## config.mk

```make
export PLATFORM = sky130hd
export DESIGN_NAME = radix_digit_formatter_flat
export DESIGN_NICKNAME = d
export VERILOG_FILES = /design/src/rdf_pkg.sv /design/src/rdf_in_if.sv /design/src/rdf_out_if.sv /design/src/rdf_regs.sv /design/src/rdf_ctrl.sv /design/src/rdf_dp.sv /design/src/radix_digit_formatter.sv /design/src/flat_wrapper.sv
export SDC_FILE = /design/constraint.sdc
export NUM_CORES = 1
export LEC_CHECK = 0
export BUFFER_PORTS_ARGS = -buffer_cell sky130_fd_sc_hd__buf_2
export CELL_PAD_IN_SITES_DETAIL_PLACEMENT = 1
export CELL_PAD_IN_SITES_GLOBAL_PLACEMENT = 2
export CORE_UTILIZATION = 25
export DETAILED_ROUTE_END_ITERATION = 8
export PLACE_DENSITY_LB_ADDON = 0.3
export RECOVER_POWER = 50
export SYNTH_ARGS = -nofsm -noshare
export SYNTH_HDL_FRONTEND = slang
export SYNTH_SLANG_ARGS = --single-unit
export TNS_END_PERCENT = 5
```

## constraint.sdc

```tcl
create_clock -name clk -period 8.9 [get_ports clk]
set_input_delay 1.335 -clock clk [delete_from_list [all_inputs] [get_ports clk]]
set_output_delay 1.335 -clock clk [all_outputs]
set_load 0.01 [all_outputs]
```

## src/rdf_pkg.sv

```systemverilog
// Package for the radix digit formatter: shared widths, reset values,
// register codes, controller states and the command/status structs.
// Used by every other file of the block; depends on nothing.
`default_nettype none

package rdf_pkg;

  localparam int CHAR_W      = 8;
  localparam int ALPHA_CHARS = 40;
  localparam int ALPHA_WORDS = 5;
  localparam int ALPHA_W     = ALPHA_CHARS * CHAR_W;
  localparam int CHAR_IDX_W  = 6;
  localparam int SIZE_W      = 6;
  localparam int VALUE_W     = 64;
  localparam int COUNT_W     = 7;
  localparam int REG_W       = 64;
  localparam int ADDR_W      = 6;

  localparam logic [SIZE_W-1:0] MIN_BASE      = 6'd2;
  localparam logic [SIZE_W-1:0] BASE_SIZE_RST = 6'd10;
  localparam logic [REG_W-1:0]  ALPHA0_RST    = 64'h3736_3534_3332_3130;
  localparam logic [REG_W-1:0]  ALPHA1_RST    = 64'h0000_0000_0000_3938;
  localparam logic [REG_W-1:0]  ALPHA_ZERO    = 64'h0;

  localparam logic [CHAR_W-1:0] ASCII_UP_A = 8'h41;
  localparam logic [CHAR_W-1:0] ASCII_UP_Z = 8'h5A;
  localparam logic [CHAR_W-1:0] ASCII_LO_A = 8'h61;
  localparam logic [CHAR_W-1:0] ASCII_LO_Z = 8'h7A;
  localparam logic [CHAR_W-1:0] ASCII_0    = 8'h30;
  localparam logic [CHAR_W-1:0] ASCII_9    = 8'h39;

  // Register index, taken from byte address bits [5:3].
  typedef enum logic [2:0] {
    REG_BASE_SIZE = 3'd0,
    REG_ALPHA0    = 3'd1,
    REG_ALPHA1    = 3'd2,
    REG_ALPHA2    = 3'd3,
    REG_ALPHA3    = 3'd4,
    REG_ALPHA4    = 3'd5
  } cfg_reg_t;

  typedef enum logic [2:0] {
    ST_IDLE,
    ST_CHECK,
    ST_DIV,
    ST_RD,
    ST_LD,
    ST_WAIT
  } state_t;

  // Commands from the controller to the datapath.
  typedef struct packed {
    logic load_value;
    logic chk_step;
    logic div_step;
    logic rd_issue;
    logic rd_next;
    logic out_load_digit;
    logic out_load_err;
  } cmd_t;

  // Status from the datapath to the controller.
  typedef struct packed {
    logic size_bad;
    logic chk_fail;
    logic chk_last;
    logic div_last;
    logic quot_zero;
    logic out_last;
  } sts_t;

  // True for ASCII letters and decimal digits.
  function automatic logic char_class_ok(input logic [CHAR_W-1:0] c);
    return ((c >= ASCII_UP_A) && (c <= ASCII_UP_Z)) ||
           ((c >= ASCII_LO_A) && (c <= ASCII_LO_Z)) ||
           ((c >= ASCII_0) && (c <= ASCII_9));
  endfunction

endpackage

`default_nettype wire

```

## src/rdf_in_if.sv

```systemverilog
// Input channel of the radix digit formatter: valid/ready plus the value.
// Depends on rdf_pkg for the field width.
`default_nettype none

interface rdf_in_if import rdf_pkg::*; ();
  logic               valid;
  logic               ready;
  logic [VALUE_W-1:0] value;

  modport source (output valid, output value, input ready);
  modport sink (input valid, input value, output ready);
endinterface

`default_nettype wire

```

## src/rdf_out_if.sv

```systemverilog
// Result channel of the radix digit formatter: valid/ready plus one character.
// Depends on rdf_pkg for the field widths.
`default_nettype none

interface rdf_out_if import rdf_pkg::*; ();
  logic               valid;
  logic               ready;
  logic [CHAR_W-1:0]  out_char;
  logic               char_valid;
  logic               is_last;
  logic [COUNT_W-1:0] char_count;
  logic               base_ok;

  modport source (output valid, output out_char, output char_valid, output is_last,
                  output char_count, output base_ok, input ready);
  modport sink (input valid, input out_char, input char_valid, input is_last,
                input char_count, input base_ok, output ready);
endinterface

`default_nettype wire

```

## src/rdf_regs.sv

```systemverilog
// APB-style register file: base size and the five alphabet words.
// Depends on rdf_pkg for register codes and reset values.
`default_nettype none

module rdf_regs import rdf_pkg::*; (
  input  wire logic                  clk,
  input  wire logic                  rst_n,
  input  wire logic                  psel,
  input  wire logic                  penable,
  input  wire logic                  pwrite,
  input  wire logic [ADDR_W-1:0]     paddr,
  input  wire logic [REG_W-1:0]      pwdata,
  output logic      [REG_W-1:0]      prdata,
  output logic                       pready,
  output logic      [SIZE_W-1:0]     base_size,
  output logic      [ALPHA_W-1:0]    alphabet
);

  logic [SIZE_W-1:0] base_size_r;
  logic [REG_W-1:0]  alpha_r [ALPHA_WORDS];
  logic              wr_en;
  cfg_reg_t          reg_sel;

  assign pready  = 1'b1;
  assign wr_en   = psel && penable && pwrite;
  assign reg_sel = cfg_reg_t'(paddr[5:3]);

  // Register writes; indexes past the list are dropped.
  always_ff @(posedge clk) begin
    if (!rst_n) begin
      base_size_r <= BASE_SIZE_RST;
      alpha_r[0]  <= ALPHA0_RST;
      alpha_r[1]  <= ALPHA1_RST;
      alpha_r[2]  <= ALPHA_ZERO;
      alpha_r[3]  <= ALPHA_ZERO;
      alpha_r[4]  <= ALPHA_ZERO;
    end else if (wr_en) begin
      case (reg_sel)
        REG_BASE_SIZE: base_size_r <= pwdata[SIZE_W-1:0];
        REG_ALPHA0:    alpha_r[0]  <= pwdata;
        REG_ALPHA1:    alpha_r[1]  <= pwdata;
        REG_ALPHA2:    alpha_r[2]  <= pwdata;
        REG_ALPHA3:    alpha_r[3]  <= pwdata;
        REG_ALPHA4:    alpha_r[4]  <= pwdata;
        default: ;
      endcase
    end
  end

  // Read data.
  always_comb begin
    case (reg_sel)
      REG_BASE_SIZE: prdata = {{(REG_W-SIZE_W){1'b0}}, base_size_r};
      REG_ALPHA0:    prdata = alpha_r[0];
      REG_ALPHA1:    prdata = alpha_r[1];
      REG_ALPHA2:    prdata = alpha_r[2];
      REG_ALPHA3:    prdata = alpha_r[3];
      REG_ALPHA4:    prdata = alpha_r[4];
      default:       prdata = '0;
    endcase
  end

  assign base_size = base_size_r;
  assign alphabet  = {alpha_r[4], alpha_r[3], alpha_r[2], alpha_r[1], alpha_r[0]};

endmodule

`default_nettype wire

```

## src/rdf_ctrl.sv

```systemverilog
// Controller of the radix digit formatter: sequences check, division,
// digit readback and the result transfer. Depends on rdf_pkg.
`default_nettype none

module rdf_ctrl import rdf_pkg::*; (
  input  wire logic clk,
  input  wire logic rst_n,
  input  wire logic in_valid,
  output logic      in_ready,
  output logic      out_valid,
  input  wire logic out_ready,
  input  wire sts_t sts,
  output cmd_t      cmd
);

  state_t state_r;
  state_t state_nxt;

  always_ff @(posedge clk) begin
    if (!rst_n) begin
      state_r <= ST_IDLE;
    end else begin
      state_r <= state_nxt;
    end
  end

  // Next state and commands.
  always_comb begin
    state_nxt = state_r;
    cmd       = '0;
    in_ready  = 1'b0;
    out_valid = 1'b0;
    case (state_r)
      ST_IDLE: begin
        in_ready = 1'b1;
        if (in_valid) begin
          cmd.load_value = 1'b1;
          state_nxt      = ST_CHECK;
        end
      end
      ST_CHECK: begin
        if (sts.size_bad || sts.chk_fail) begin
          cmd.out_load_err = 1'b1;
          state_nxt        = ST_WAIT;
        end else if (sts.chk_last) begin
          state_nxt = ST_DIV;
        end else begin
          cmd.chk_step = 1'b1;
        end
      end
      ST_DIV: begin
        cmd.div_step = 1'b1;
        if (sts.div_last && sts.quot_zero) begin
          state_nxt = ST_RD;
        end
      end
      ST_RD: begin
        cmd.rd_issue = 1'b1;
        state_nxt    = ST_LD;
      end
      ST_LD: begin
        cmd.out_load_digit = 1'b1;
        state_nxt          = ST_WAIT;
      end
      ST_WAIT: begin
        out_valid = 1'b1;
        if (out_ready) begin
          if (sts.out_last) begin
            state_nxt = ST_IDLE;
          end else begin
            cmd.rd_next = 1'b1;
            state_nxt   = ST_RD;
          end
        end
      end
      default: state_nxt = ST_IDLE;
    endcase
  end

endmodule

`default_nettype wire

```

## src/rdf_dp.sv

```systemverilog
// Datapath of the radix digit formatter: base checker, bit-serial divider,
// digit memory and result registers. Depends on rdf_pkg.
`default_nettype none

module rdf_dp import rdf_pkg::*; #(
  parameter int VALUE_BITS = 64,
  parameter int MAX_BASE   = 40
) (
  input  wire logic               clk,
  input  wire logic [VALUE_W-1:0] in_value,
  input  wire logic [SIZE_W-1:0]  base_size,
  input  wire logic [ALPHA_W-1:0] alphabet,
  input  wire cmd_t               cmd,
  output sts_t                    sts,
  output logic [CHAR_W-1:0]       out_char,
  output logic                    char_valid,
  output logic                    is_last,
  output logic [COUNT_W-1:0]      char_count,
  output logic                    base_ok
);

  localparam int IDX_W = (VALUE_BITS > 1) ? $clog2(VALUE_BITS) : 1;
  localparam int CNT_W = $clog2(VALUE_BITS + 1);

  logic [CHAR_W-1:0]     chars [ALPHA_CHARS];
  logic [VALUE_BITS-1:0] val_r;
  logic [SIZE_W-1:0]     rem_r;
  logic [IDX_W-1:0]      bit_cnt_r;
  logic [CNT_W-1:0]      cnt_r;
  logic [CHAR_IDX_W-1:0] chk_idx_r;
  logic [IDX_W-1:0]      rd_idx_r;
  logic [SIZE_W-1:0]     rd_data_r;
  logic [SIZE_W-1:0]     dig_mem [VALUE_BITS];
  logic [CHAR_W-1:0]     out_char_r;
  logic                  char_valid_r;
  logic                  is_last_r;
  logic [COUNT_W-1:0]    char_count_r;
  logic                  base_ok_r;

  logic [CHAR_W-1:0]     cur_char;
  logic [ALPHA_CHARS-1:0] dup;
  logic [SIZE_W:0]       rem_sh;
  logic                  rem_ge;
  logic [SIZE_W-1:0]     rem_nxt;
  logic [VALUE_BITS-1:0] val_nxt;
  logic                  div_last;

  always_comb begin
    for (int k = 0; k < ALPHA_CHARS; k++) begin
      chars[k] = alphabet[k*CHAR_W +: CHAR_W];
    end
  end

  // Base check: one alphabet character per cycle, compared against all later ones below base_size.
  assign cur_char = chars[chk_idx_r];
  always_comb begin
    for (int j = 0; j < ALPHA_CHARS; j++) begin
      dup[j] = (CHAR_IDX_W'(j) > chk_idx_r) && (CHAR_IDX_W'(j) < base_size) &&
               (chars[j] == cur_char);
    end
  end

  assign sts.size_bad = (base_size < MIN_BASE) || (base_size > SIZE_W'(MAX_BASE));
  assign sts.chk_fail = !char_class_ok(cur_char) || (|dup);
  assign sts.chk_last = (chk_idx_r == base_size - MIN_BASE + SIZE_W'(1));

  // Restoring divider step: one quotient bit per cycle.
  assign rem_sh   = {rem_r, val_r[VALUE_BITS-1]};
  assign rem_ge   = (rem_sh >= {1'b0, base_size});
  assign rem_nxt  = rem_ge ? SIZE_W'(rem_sh - {1'b0, base_size}) : rem_sh[SIZE_W-1:0];
  assign val_nxt  = {val_r[VALUE_BITS-2:0], rem_ge};
  assign div_last = (bit_cnt_r == IDX_W'(VALUE_BITS - 1));

  assign sts.div_last  = div_last;
  assign sts.quot_zero = (val_nxt == '0);
  assign sts.out_last  = is_last_r;

  always_ff @(posedge clk) begin
    if (cmd.load_value) begin
      val_r     <= in_value[VALUE_BITS-1:0];
      rem_r     <= '0;
      bit_cnt_r <= '0;
      cnt_r     <= '0;
      chk_idx_r <= '0;
    end else if (cmd.chk_step) begin
      chk_idx_r <= chk_idx_r + CHAR_IDX_W'(1);
    end else if (cmd.div_step) begin
      val_r <= val_nxt;
      if (div_last) begin
        // Digit complete: restart the remainder for the next digit.
        rem_r     <= '0;
        bit_cnt_r <= '0;
        cnt_r     <= cnt_r + CNT_W'(1);
        rd_idx_r  <= cnt_r[IDX_W-1:0];
      end else begin
        rem_r     <= rem_nxt;
        bit_cnt_r <= bit_cnt_r + IDX_W'(1);
      end
    end else if (cmd.rd_next) begin
      rd_idx_r <= rd_idx_r - IDX_W'(1);
    end
  end

  // Digit memory, least significant digit at address zero.
  always_ff @(posedge clk) begin
    if (cmd.div_step && div_last) begin
      dig_mem[cnt_r[IDX_W-1:0]] <= rem_nxt;
    end
    if (cmd.rd_issue) begin
      rd_data_r <= dig_mem[rd_idx_r];
    end
  end

  // Result payload registers.
  always_ff @(posedge clk) begin
    if (cmd.out_load_err) begin
      out_char_r   <= '0;
      char_valid_r <= 1'b0;
      is_last_r    <= 1'b1;
      char_count_r <= '0;
      base_ok_r    <= 1'b0;
    end else if (cmd.out_load_digit) begin
      out_char_r   <= chars[rd_data_r];
      char_valid_r <= 1'b1;
      is_last_r    <= (rd_idx_r == '0);
      char_count_r <= (rd_idx_r == '0) ? COUNT_W'(cnt_r) : '0;
      base_ok_r    <= 1'b1;
    end
  end

  assign out_char   = out_char_r;
  assign char_valid = char_valid_r;
  assign is_last    = is_last_r;
  assign char_count = char_count_r;
  assign base_ok    = base_ok_r;

endmodule

`default_nettype wire

```

## src/radix_digit_formatter.sv

```systemverilog
// Radix digit formatter: writes an unsigned value as alphabet characters, MSD first.
// Sequence: a base check of one alphabet character at a time up to base_size, then the
// bit-serial divider for each digit, then readback, load and output wait per emitted character.
// Throughput: one item at a time; a new value is taken only in the idle state, once the
// last character of the previous value has been accepted.
// Reset (synchronous, rst_n low) returns to idle, base_size 10, alphabet "0123456789".
// Depends on rdf_pkg, rdf_in_if, rdf_out_if, rdf_regs, rdf_ctrl and rdf_dp.
`default_nettype none

module radix_digit_formatter import rdf_pkg::*; #(
  parameter int MAX_BASE   = 40,
  parameter int VALUE_BITS = 64
) (
  input  wire logic              clk,
  input  wire logic              rst_n,
  rdf_in_if.sink                 in_ch,
  rdf_out_if.source              out_ch,
  input  wire logic              psel,
  input  wire logic              penable,
  input  wire logic              pwrite,
  input  wire logic [ADDR_W-1:0] paddr,
  input  wire logic [REG_W-1:0]  pwdata,
  output logic      [REG_W-1:0]  prdata,
  output logic                   pready
);

  logic [SIZE_W-1:0]  base_size;
  logic [ALPHA_W-1:0] alphabet;
  cmd_t               cmd;
  sts_t               sts;

  rdf_regs u_regs (
    .clk       (clk),
    .rst_n     (rst_n),
    .psel      (psel),
    .penable   (penable),
    .pwrite    (pwrite),
    .paddr     (paddr),
    .pwdata    (pwdata),
    .prdata    (prdata),
    .pready    (pready),
    .base_size (base_size),
    .alphabet  (alphabet)
  );

  rdf_ctrl u_ctrl (
    .clk       (clk),
    .rst_n     (rst_n),
    .in_valid  (in_ch.valid),
    .in_ready  (in_ch.ready),
    .out_valid (out_ch.valid),
    .out_ready (out_ch.ready),
    .sts       (sts),
    .cmd       (cmd)
  );

  rdf_dp #(
    .VALUE_BITS (VALUE_BITS),
    .MAX_BASE   (MAX_BASE)
  ) u_dp (
    .clk        (clk),
    .in_value   (in_ch.value),
    .base_size  (base_size),
    .alphabet   (alphabet),
    .cmd        (cmd),
    .sts        (sts),
    .out_char   (out_ch.out_char),
    .char_valid (out_ch.char_valid),
    .is_last    (out_ch.is_last),
    .char_count (out_ch.char_count),
    .base_ok    (out_ch.base_ok)
  );

endmodule

`default_nettype wire

```

## src/flat_wrapper.sv

```systemverilog
// flat-port wrapper written by rule: the top's interface ports become plain ports
module radix_digit_formatter_flat import rdf_pkg::*;
#(
  parameter int MAX_BASE   = 40,
  parameter int VALUE_BITS = 64
)
  (clk, rst_n, psel, penable, pwrite, paddr, pwdata, prdata, pready, in_ch_valid, in_ch_value, in_ch_ready, out_ch_valid, out_ch_out_char, out_ch_char_valid, out_ch_is_last, out_ch_char_count, out_ch_base_ok, out_ch_ready);
  rdf_in_if in_ch_i ();
  rdf_out_if out_ch_i ();
  input  wire logic clk;
  input  wire logic rst_n;
  input  wire logic psel;
  input  wire logic penable;
  input  wire logic pwrite;
  input  wire logic [ADDR_W-1:0] paddr;
  input  wire logic [REG_W-1:0] pwdata;
  output logic      [REG_W-1:0] prdata;
  output logic pready;
  input wire logic [$bits(in_ch_i.valid)-1:0] in_ch_valid;
  input wire logic [$bits(in_ch_i.value)-1:0] in_ch_value;
  output wire logic [$bits(in_ch_i.ready)-1:0] in_ch_ready;
  output wire logic [$bits(out_ch_i.valid)-1:0] out_ch_valid;
  output wire logic [$bits(out_ch_i.out_char)-1:0] out_ch_out_char;
  output wire logic [$bits(out_ch_i.char_valid)-1:0] out_ch_char_valid;
  output wire logic [$bits(out_ch_i.is_last)-1:0] out_ch_is_last;
  output wire logic [$bits(out_ch_i.char_count)-1:0] out_ch_char_count;
  output wire logic [$bits(out_ch_i.base_ok)-1:0] out_ch_base_ok;
  input wire logic [$bits(out_ch_i.ready)-1:0] out_ch_ready;
  assign in_ch_i.valid = in_ch_valid;
  assign in_ch_i.value = in_ch_value;
  assign in_ch_ready = in_ch_i.ready;
  assign out_ch_valid = out_ch_i.valid;
  assign out_ch_out_char = out_ch_i.out_char;
  assign out_ch_char_valid = out_ch_i.char_valid;
  assign out_ch_is_last = out_ch_i.is_last;
  assign out_ch_char_count = out_ch_i.char_count;
  assign out_ch_base_ok = out_ch_i.base_ok;
  assign out_ch_i.ready = out_ch_ready;
  radix_digit_formatter #(.MAX_BASE(MAX_BASE), .VALUE_BITS(VALUE_BITS)) u_core (.clk(clk), .rst_n(rst_n), .in_ch(in_ch_i), .out_ch(out_ch_i), .psel(psel), .penable(penable), .pwrite(pwrite), .paddr(paddr), .pwdata(pwdata), .prdata(prdata), .pready(pready));
endmodule
```

==> results.json, run 1 <==
{
  "synth_nets": 3729,
  "pre_cts_ws_ns": 1.97,
  "met2_length_um": 103000,
  "die-area_um2": 184000,
  "antenna_violating_nets_remaining": 0,
  "synthFlopType": "sky130_fd_sc_hd__edfxtp_1",
  "drt_pass1_iterations": 5,
  "finalCritPeriodShare": 0.797,
  "numPlacedInstances": 5978,
  "timing.max_cap.violations": 12,
  "grt_usage": 0.227,
  "cts_tree": "yes",
  "power_uw": 11800,
  "fin_util": 0.291,
  "layout-drive-gt1-share": 0.207,
  "synth_compound_area_frac": 0.115,
  "leakage_uw": 0.0171,
  "insertion_delay_ns": 0.78,
  "post_synth_num_cell_types": 87,
  "synth_mux_area_frac": 0.178,
  "dp.final_hpwl_um": 157000,
  "crit_path_max_fanout": 24,
  "achievable-frequency_mhz": 141,
  "drt-total-wl_um": 213000,
  "timing.final.crit_period_ns": 7.09,
  "dr_wl_met3_um": 11800,
  "synth_area_um2": 45500,
  "vias": 34300,
  "dominant_combinational_cell_family_by_area_after_synthesis": "multiplexers",
  "violated_checks": "max-capacitance violations, max-slew violations",
  "cts_buffer_count": 95,
  "post_synth_inst_count": 3572,
  "fin_ws_ns": 1.81,
  "slew-limit-headroom": -1.53,
  "cts.reportedPaths.clkPinSlew_ns": 0.06,
  "grt_antenna_before_repair": 22,
  "number_of_global_route_vias_before_repair": 34000,
  "yosys.area_share.simple": 0.109,
  "cts.path.max_buffers": 3,
  "htree_levels": 3,
  "worst-slew-pin-transition_ns": 3.79,
  "finish.cell_count_without_fillers": 6162,
  "synth_adder_area_share": 0.00457,
  "area_growth_syn_to_layout_pct": 15.6,
  "syn-mean-instance-area_um2": 12.7,
  "drt_met1_wl_um": 89600,
  "gp_congestion": 1.02,
  "cts-root-buf": "sky130_fd_sc_hd__clkbuf_16",
  "critical_path.startpoint_type": "primary input",
  "cts_post_setup_buffers_inserted": 0,
  "outcome": "complete, but fails checks",
  "final_common_cell": "sky130_fd_sc_hd__edfxtp_1",
  "drt-initial-drc-count": 3417,
  "wl_per_cell_um": 34.5,
  "ys.warnings.count": 0,
  "finalSetupTns_ns": 0,
  "setup_viol": 0,
  "number_of_flops_mapped_to_enable_cells_by_yosys": 780,
  "power-per-cell-area_nw_per_um2": 224,
  "post_cts_hold_buffer_count": 0,
  "worstSetupEndpointType": "output pin",
  "ir_drop_v": 0.000174,
  "initial_core_util": 0.252,
  "timing.final.hold_violations": 0,
  "first_pass_grt_wire_length_um": 293000,
  "port_buffers": 221,
  "holdCritPathClass": "reg2reg",
  "rows": 156,
  "drt_drc_violations_left": 0,
  "setup_repair_after_global_routing_missed_its_margin": "false",
  "post_cts_resized": 0,
  "synth.ff_latch_count": 831,
  "fp.coreArea_um2": 181000,
  "timing.critical_path.arrival_ns": 5.76,
  "final-max-slew-violation-count": 469,
  "route.detailed.vias_per_inst": 5.57,
  "mostFrequentLayoutCells": "780 x sky130_fd_sc_hd__edfxtp_1, 349 x sky130_fd_sc_hd__nand2_1, 232 x sky130_fd_sc_hd__mux2i_1",
  "path_class": "in2out",
  "cts.sinks": 831,
  "layout_nets": 3862,
  "boundaryPins": 226,
  "die_h_um": 428,
  "highest-signal-layer": "met5",
  "synth_xor_area_frac": 0.0225,
  "cp_data_required_time_ns": 7.57,
  "synth-async-reset-ratio": 0,
  "synth_sequential_area_ratio": 0.538,
  "chipWidth_um": 428,
  "clock-skew-final_ns": 0.0720,
  "grt_remaining_overflow": 0,
  "grt_max_degree": 101
}
[path summary, 6_finish.rpt]
check	from	end	slack, ns	cells past startpoint
hold reg to reg	u_core.u_dp.out_char[3]$_SDFFE_PP0P_	u_core.u_dp.out_char[3]$_SDFFE_PP0P_	0.48	2
setup reg to reg	u_core.u_ctrl.state_r[0]$_SDFFE_PN0P_	u_core.u_dp.val_r[2]$_DFFE_PP_	1.90	6
setup / recovery	paddr[5]	prdata[3]	1.81	6
hold / removal	u_core.u_dp.out_char[3]$_SDFFE_PP0P_	u_core.u_dp.out_char[3]$_SDFFE_PP0P_	0.48	2
[layout make-up]
type | count | area (um^2)
flip-flops and latches | 831 | 24400
clock buffers | 120 | 2530
inverters | 30 | 113
repair buffers | 328 | 1870
diodes | 5 | 12.5
multi-input cells | 2419 | 19700
clock inverters | 59 | 880
fillers | 19700 | 128000
well taps | 2370 | 2970
[worst max-delay path, cell delays in order]
cell	delay (ns)
sky130_fd_sc_hd__clkbuf_1	1.61
sky130_fd_sc_hd__nand2b_1	1.03
sky130_fd_sc_hd__buf_4	0.62
sky130_fd_sc_hd__o221ai_1	0.35
sky130_fd_sc_hd__o21a_1	0.54
sky130_fd_sc_hd__buf_2	0.23
[through the flow]
| stage | area, um^2 | hold slack, ns |
|---|---|---|
| after floorplan | 45500 | 0.458 |
| after global placement | 49200 | 0.457 |
| after detailed placement | 49200 | 0.477 |
| after CTS | 52600 | 0.487 |
| after global routing | 52500 | 0.506 |
| final | 52500 | 0.483 |
[power by group]
group	internal, uW	total (uW)	switching [uW]	leakage, uW
sequential	4580	4960	381	0.00761
combinational	859	2600	1740	0.00786
clock	2510	4240	1730	0.00165
total	7950	11800	3850	0.0171
[cell usage after synthesis (33+ instances only)]
library cell	instances	area, um^2
sky130_fd_sc_hd__nor3_1	39	195
sky130_fd_sc_hd__mux4_2	231	5200
sky130_fd_sc_hd__clkbuf_1	196	736
sky130_fd_sc_hd__or3_1	112	701
sky130_fd_sc_hd__nand2b_1	45	282
sky130_fd_sc_hd__xor2_1	39	342
sky130_fd_sc_hd__edfxtp_1	780	23400
sky130_fd_sc_hd__nor4_1	33	206
sky130_fd_sc_hd__a22oi_1	75	563
sky130_fd_sc_hd__o21ai_0	197	986
sky130_fd_sc_hd__a211oi_1	44	330
sky130_fd_sc_hd__nand4_1	43	269
sky130_fd_sc_hd__nand2_1	350	1310
sky130_fd_sc_hd__dfxtp_1	51	1020
sky130_fd_sc_hd__xnor2_1	78	683
sky130_fd_sc_hd__o22ai_1	115	719
sky130_fd_sc_hd__nor2_1	198	743
sky130_fd_sc_hd__mux2i_1	233	2330
sky130_fd_sc_hd__a21oi_1	49	245
sky130_fd_sc_hd__mux2_2	49	552
sky130_fd_sc_hd__and2_1	71	444
[cells by family after synthesis]
family	Yosys count
other	1
XOR/XNOR	117
multiplexers	514
AND/OR/NAND/NOR	1009
adder cells (fa/ha/maj)	16
flip-flops	831
AO/OA/AOI/OAI	762
buffers and inverters	322
[per-layer routing]
layer | global-route usage | up-vias
met5 | 0 | -
met4 | 0.0757 | 14
met1 | 0.297 | 18300
met3 | 0.0336 | 324
met2 | 0.385 | 1280
li1 | - | 14400
[state kept, by name, indices dropped and copies added, names as in the netlist, 7 cells and up]
signal                  flops
u_core.u_dp.cnt_r           7
u_core.u_dp.val_r          64
u_core.u_regs.alpha_r     320
u_core.u_dp.out_char        8
u_core.u_dp.dig_mem       384
u_core.u_dp.char_count      7
(Power assumes the default switching activity.)
==> run 2, diff against run 1 <==
==> constraint.sdc (replaced) <==
create_clock -name clk -period 6.25 [get_ports clk]
set_input_delay 0.9375 -clock clk [delete_from_list [all_inputs] [get_ports clk]]
set_output_delay 0.9375 -clock clk [all_outputs]
set_load 0.01 [all_outputs]
==> run 2 against run 1 <==
Compared with the run above: the flow still finishes with violations (max-capacitance violations, max-slew violations); sequential cell count unchanged; worst hold slack got worse by 0.020 ns; wire length about the same; sequential share of layout area increased by 0.056 points; critical path depth increased by 9; combinational power increased by 48%; global-route usage about the same; die area unchanged; count of clock-buffer cells in the layout decreased by 2; clock skew decreased by 0.018 ns; non-clock buffer count increased by 50; setup slack got worse by 1.3 ns; largest power group unchanged.
==> results.json, run 2 (synthesized netlist as in run 1, its figures left out) <==
{
  "outcome": "complete, but fails checks",
  "violated_checks": "max-capacitance violations, max-slew violations",
  "clock-skew-final_ns": 0.0541,
  "post_cts_hold_buffer_count": 0,
  "worstRegToRegCells": 15,
  "crit_chain": "inv_1 > nor2_2 > buf_4 > o21ai_1 > a41oi_2 > buf_4 > o32ai_1 > a2111oi_0 > nand4_1 > nand4_1 > nor4_4 > nand4_2 > nand3_1 > buf_4 > a32o_1",
  "gp_congestion": 0.999,
  "path_class": "reg2reg",
  "drt_pass1_iterations": 5,
  "top_usage_layer": "met2",
  "area_growth_syn_to_layout_pct": 15.4,
  "cts_post_setup_buffers_inserted": 0,
  "slowest_delay_ns": 1.03,
  "timing.final.crit_period_ns": 5.75,
  "ir_drop_v": 0.000222,
  "drt-initial-drc-count": 3254,
  "cts_buffer_count": 91,
  "final-max-slew-violation-count": 649,
  "finalSetupTns_ns": 0,
  "insertion_delay_ns": 0.76,
  "crit_buf_inv": 4,
  "endpoint_of_the_worst_slack_reg_to_reg_timing_path": "u_core.u_dp.char_count[3]$_SDFFE_PP0P_",
  "achievable-frequency_mhz": 174,
  "path_common_cell": "sky130_fd_sc_hd__buf_4",
  "timing.reg2reg.setup_slack_ns": 0.50,
  "cts.path.max_buffers": 3,
  "sequential_standard_cell_area_um2": 24400,
  "worst-slew-pin-transition_ns": 3.09,
  "antenna_violating_nets_remaining": 0,
  "wl_per_cell_um": 34.4,
  "max_reg_flops": 384,
  "multi_input_comb_area_um2": 19700,
  "worstSetupStartpoint": "u_core.u_dp.chk_idx_r[3]$_SDFFE_PP0P_",
  "port_buffers": 221,
  "cts-root-buf": "sky130_fd_sc_hd__clkbuf_16",
  "use_met1": 0.293,
  "setup_repair_after_global_routing_missed_its_margin": "false",
  "rows": 156,
  "grt_antenna_before_repair": 23,
  "timing.critical_path.arrival_ns": 6.38,
  "chipWidth_um": 428,
  "holdCritPathClass": "reg2reg",
  "number_of_fillers_in_the_final_layout": 19600,
  "post_cts_resized": 0,
  "power_uw": 16200,
  "timing.final.hold_violations": 0,
  "route.detailed.vias_per_inst": 5.55,
  "htree_levels": 3,
  "worstHoldEndpoint": "u_core.u_dp.out_char[2]$_SDFFE_PP0P_",
  "worstSetupEndpointType": "flop",
  "vias": 34400,
  "die_h_um": 428,
  "timing.max_cap.violations": 14,
  "number_of_global_route_vias_before_repair": 34400,
  "cp_data_required_time_ns": 6.87,
  "die-area_um2": 184000,
  "boundaryPins": 226,
  "initial_core_util": 0.252,
  "drt_drc_violations_left": 0,
  "timing.rr.start": "u_core.u_dp.chk_idx_r[3]$_SDFFE_PP0P_",
  "slew-limit-headroom": -1.06,
  "dp.final_hpwl_um": 158000,
  "timing.critical_path.max_delay_family": "compound AO/OA/AOI/OAI gates",
  "worstHoldPathCells": 2,
  "cts.sinks": 831,
  "leakage_uw": 0.0172,
  "power-per-cell-area_nw_per_um2": 309,
  "grt_usage": 0.228,
  "grt_util_met2": 0.388,
  "layout_nets": 3908,
  "critical_path.startpoint_type": "flop",
  "drt-total-wl_um": 213000,
  "fp.coreArea_um2": 181000,
  "cts_tree": "yes",
  "first_pass_grt_wire_length_um": 293000,
  "mostFrequentLayoutCells": "780 x sky130_fd_sc_hd__edfxtp_1, 349 x sky130_fd_sc_hd__nand2_1, 232 x sky130_fd_sc_hd__mux2i_1",
  "hp-start": "u_core.u_dp.out_char[2]$_SDFFE_PP0P_",
  "setup_viol": 0,
  "grt_remaining_overflow": 0,
  "cts.reportedPaths.clkPinSlew_ns": 0.06,
  "gr-usage-met3": 0.0321,
  "finalCritPeriodShare": 0.921,
  "slowest_stage": "sky130_fd_sc_hd__a2111oi_0",
  "crit_path_max_fanout": 18,
  "grt_max_degree": 100,
  "final_common_cell": "sky130_fd_sc_hd__edfxtp_1",
  "layout-drive-gt1-share": 0.212
}
## run 2: routing by layer
metal	wire, um	share of wire
met1	89100	0.42
met2	104000	0.49
met3	11100	0.052
met4	8800	0.041
met5	54	0.00025
## run 2: cell type report
type	count	area share
antenna	5	0.000238
clock buffer	118	0.0461
clock inverter	48	0.0106
inverter	30	0.00215
multi-input combinational	2419	0.375
sequential	831	0.466
tap	2370	0.0565
timing repair buffer	378	0.0437
## run 2: how the worst max path moves through the flow
stage	depth (start not counted)	slack (ns)	end
after CTS	15	0.25	u_core.u_dp.char_count[4]$_SDFFE_PP0P_
after detailed placement	15	0.25	u_core.u_dp.char_count[0]$_SDFFE_PP0P_
after floorplan	6	-1.08	u_core.u_regs.alpha_r[0][100]$_DFFE_PP_
after global placement	15	0.33	u_core.u_dp.char_count[0]$_SDFFE_PP0P_
after global routing	15	0.37	u_core.u_dp.chk_idx_r[2]$_SDFFE_PP0P_
final	15	0.50	u_core.u_dp.char_count[3]$_SDFFE_PP0P_
## run 2: worst min-delay path: stages (launching register included)
cell                       delay, ns
sky130_fd_sc_hd__dfxtp_1        0.31
sky130_fd_sc_hd__nand2_1        0.05
sky130_fd_sc_hd__a21boi_0       0.06
## run 2: metrics by stage
step                      hold slack (ns)  setup WS [ns]  instance area [um^2]  utilization  cells
after floorplan                     0.458          -1.08                 45500            -   3572
after global placement              0.452          0.334                 49700        0.275   6028
after detailed placement            0.461          0.245                 49700        0.275   6028
after CTS                           0.412          0.253                 52700        0.291   6194
after global routing                0.447          0.375                 52500        0.290   6196
final                               0.463          0.495                 52500        0.290   6199
## run 2: power breakdown
part / switching [uW] / internal, uW / total (uW)
logic: 2560 / 1290 / 3860
clock network: 2390 / 2980 / 5380
registers: 496 / 6510 / 7010
==> run 3, diff against run 2 <==
--- a/config.mk
+++ b/config.mk
@@ -10,9 +10,10 @@
 export CELL_PAD_IN_SITES_GLOBAL_PLACEMENT = 2
 export CORE_UTILIZATION = 25
 export DETAILED_ROUTE_END_ITERATION = 8
-export PLACE_DENSITY_LB_ADDON = 0.3
+export PLACE_DENSITY = 0.52
 export RECOVER_POWER = 50
 export SYNTH_ARGS = -nofsm -noshare
 export SYNTH_HDL_FRONTEND = slang
+export SYNTH_HIERARCHICAL = 1
 export SYNTH_SLANG_ARGS = --single-unit
 export TNS_END_PERCENT = 5
==> run 3 against run 2 <==
Compared with the run above: the run still ends with max-capacitance violations, max-slew violations left; sequential cell count unchanged; non-clock buffer count rose by 139; setup slack lost 0.22 ns; final cell count shrank 2.3%; combinational power increased by 12%; design area is 1.3% higher; critical path type unchanged; largest power group unchanged.
==> results.json, run 3 <==
{
  "synth_xor_area_frac": 0.0396,
  "post_cts_hold_buffer_count": 0,
  "grt_remaining_overflow": 0,
  "synthFlopType": "sky130_fd_sc_hd__edfxtp_1",
  "timing.final.crit_period_ns": 5.98,
  "rows": 154,
  "violated_checks": "max-capacitance violations, max-slew violations",
  "yosys.area_share.simple": 0.0880,
  "layout-drive-gt1-share": 0.274,
  "number_of_flops_mapped_to_enable_cells_by_yosys": 780,
  "yosysMostFrequentCell": "sky130_fd_sc_hd__edfxtp_1",
  "htree_levels": 3,
  "wl_per_cell_um": 35.5,
  "worst-slew-pin-transition_ns": 3.24,
  "synth-async-reset-ratio": 0,
  "mostFrequentLayoutCells": "780 x sky130_fd_sc_hd__edfxtp_1, 264 x sky130_fd_sc_hd__buf_4, 215 x sky130_fd_sc_hd__mux2i_1",
  "cts.path.max_buffers": 3,
  "layout_nets": 3786,
  "drt_pass1_iterations": 6,
  "area_growth_syn_to_layout_pct": 19.1,
  "synth_compound_area_frac": 0.106,
  "setup_repair_after_global_routing_missed_its_margin": "false",
  "ys.warnings.count": 6,
  "whs_ns": 0.429,
  "initial_core_util": 0.253,
  "cts_tree": "yes",
  "final_common_cell": "sky130_fd_sc_hd__edfxtp_1",
  "synth_sequential_area_ratio": 0.548,
  "holdCritPathClass": "in2reg",
  "outcome": "complete, but fails checks",
  "crit_path_max_fanout": 26,
  "synth_nets": 3417,
  "number_of_fillers_in_the_final_layout": 18900,
  "synth_area_um2": 44600,
  "achievable-frequency_mhz": 167,
  "die_h_um": 425,
  "insertion_delay_ns": 0.79,
  "drt-total-wl_um": 215000,
  "timing.critical_path.arrival_ns": 6.43,
  "gp_congestion": 1.01,
  "drt_drc_violations_left": 0,
  "fp.coreArea_um2": 177000,
  "slew-limit-headroom": -1.16,
  "ys_top_cells_by_count": "780 x sky130_fd_sc_hd__edfxtp_1, 215 x sky130_fd_sc_hd__mux2i_1, 214 x sky130_fd_sc_hd__mux4_2, 185 x sky130_fd_sc_hd__nor2_1, 146 x sky130_fd_sc_hd__a21oi_1",
  "die-area_um2": 180000,
  "port_buffers": 221,
  "number_of_global_route_vias_before_repair": 33200,
  "synth_top_area_share": 0.525,
  "max_reg_flops": 384,
  "ir_drop_v": 0.000260,
  "synth_adder_area_share": 0.00465,
  "timing.final.hold_violations": 0,
  "synth_top_cells_by_area": "sky130_fd_sc_hd__edfxtp_1 52%, sky130_fd_sc_hd__mux4_2 11%, sky130_fd_sc_hd__mux2i_1 4.8%",
  "post_synth_inst_count": 3260,
  "dominant_combinational_cell_family_by_area_after_synthesis": "multiplexers",
  "finalCritPeriodShare": 0.957,
  "cp_data_required_time_ns": 6.70,
  "cts-root-buf": "sky130_fd_sc_hd__clkbuf_16",
  "synth_top_area_cell": "sky130_fd_sc_hd__edfxtp_1",
  "leakage_uw": 0.0174,
  "critical_path.startpoint_type": "flop",
  "fin_util": 0.301,
  "grt_antenna_before_repair": 39,
  "worstSetupEndpointType": "flop",
  "finalSetupTns_ns": 0,
  "final-max-slew-violation-count": 485,
  "post_synth_num_cell_types": 104,
  "syn-mean-instance-area_um2": 13.7,
  "grt_usage": 0.234,
  "timing.max_cap.violations": 12,
  "cts.sinks": 831,
  "antenna_violating_nets_remaining": 0,
  "route.detailed.vias_per_inst": 5.42,
  "grt_max_degree": 99,
  "synth_mux_area_frac": 0.182,
  "drt-initial-drc-count": 3127,
  "path_class": "reg2reg",
  "clock-skew-final_ns": 0.0880,
  "synth.ff_latch_count": 831,
  "vias": 32800,
  "first_pass_grt_wire_length_um": 291000,
  "chipWidth_um": 425,
  "cts.reportedPaths.clkPinSlew_ns": 0.07,
  "boundaryPins": 226,
  "dp.final_hpwl_um": 163000,
  "cts_buffer_count": 98,
  "power-per-cell-area_nw_per_um2": 330,
  "setup_viol": 0
}
## run 3: worst max-delay path, cell delays in order, from the launching register on
cell,delay (ns)
sky130_fd_sc_hd__dfxtp_4,0.59
sky130_fd_sc_hd__or2_1,0.33
sky130_fd_sc_hd__buf_4,0.26
sky130_fd_sc_hd__o22ai_1,0.14
sky130_fd_sc_hd__nor4_1,0.52
sky130_fd_sc_hd__a221oi_4,0.16
sky130_fd_sc_hd__buf_4,0.22
sky130_fd_sc_hd__a311o_1,0.35
sky130_fd_sc_hd__nor4_1,0.67
sky130_fd_sc_hd__nand4b_1,0.39
sky130_fd_sc_hd__o22ai_1,0.26
sky130_fd_sc_hd__nor4_1,0.07
sky130_fd_sc_hd__buf_4,0.15
sky130_fd_sc_hd__nand4_1,0.12
sky130_fd_sc_hd__or4_1,0.14
sky130_fd_sc_hd__buf_4,0.15
sky130_fd_sc_hd__nor2_2,0.05
sky130_fd_sc_hd__nand3b_1,0.10
sky130_fd_sc_hd__inv_1,0.06
sky130_fd_sc_hd__nor2b_1,0.22
sky130_fd_sc_hd__buf_4,0.17
sky130_fd_sc_hd__nor2_1,0.06
sky130_fd_sc_hd__inv_2,0.20
sky130_fd_sc_hd__buf_12,0.21
## run 3: metrics by stage
step / instance area (um^2) / instances / power, uW / setup WS, ns
2_1_floorplan: 44600 / 3260 / 9720 / -0.733
3_3_place_gp: 50000 / 5866 / 11800 / 0.290
3_5_place_dp: 50000 / 5866 / 11800 / 0.352
4_1_cts: 53300 / 6049 / 17700 / 0.275
5_1_grt: 53200 / 6054 / 18100 / 0.0283
6_report: 53200 / 6059 / 17600 / 0.272
## run 3: cell families (layout without fill, tap and decap cells)
family / Yosys count / after routing
DFF: 831 / 831
and+or+nand+nor: 743 / 743
AOI/OAI and AO/OA: 654 / 654
muxes: 532 / 532
buffers and inverters: 281 / 733
xor gates and xnor gates: 202 / 202
adders and majority gates: 16 / 16
other: 1 / 8
## run 3: power by group
group | leakage, uW | internal [uW] | total (uW) | switching [uW]
logic | 0.00818 | 1620 | 4320 | 2690
registers | 0.00767 | 6910 | 7420 | 508
clock network | 0.00158 | 3340 | 5840 | 2500
total | 0.0174 | 11900 | 17600 | 5700
## run 3: timing repair
action,in CTS,in global routing
gates resized for setup,0,4
setup endpoints to repair,0,76
setup buffers,0,3
## run 3: metal layers
layer | up-vias | share of wire | track usage
li1 | 13800 | - | -
met1 | 17500 | 0.44 | 0.318
met2 | 1190 | 0.46 | 0.374
met3 | 326 | 0.061 | 0.0436
met4 | 36 | 0.036 | 0.0769
met5 | - | 0.0011 | 0
## run 3: worst paths after layout
kind	startpoint	slack [ns]	cells past startpoint	to
hold / removal	pwdata[2]	0.43	3	u_core/u_regs/base_size[2]$_SDFFE_PN0P_
setup reg to reg	u_core/u_dp/chk_idx_r[0]$_SDFFE_PP0P_	0.27	23	u_core/u_dp/val_r[29]$_DFFE_PP_
setup / recovery	u_core/u_dp/chk_idx_r[0]$_SDFFE_PP0P_	0.27	23	u_core/u_dp/val_r[29]$_DFFE_PP_
hold reg to reg	u_core/u_dp/out_char[6]$_SDFFE_PP0P_	0.50	2	u_core/u_dp/out_char[6]$_SDFFE_PP0P_
## run 3: cell type report
class                      count  area [um^2]  area share
clock buffer                 121         2580      0.0485
inverter                      33          124     0.00233
sequential                   831        24500       0.460
clock inverter                62          704      0.0132
tap                         2340         2930      0.0550
antenna                        7         17.5    0.000329
multi-input combinational   2148        18800       0.354
timing repair buffer         517         3530      0.0664
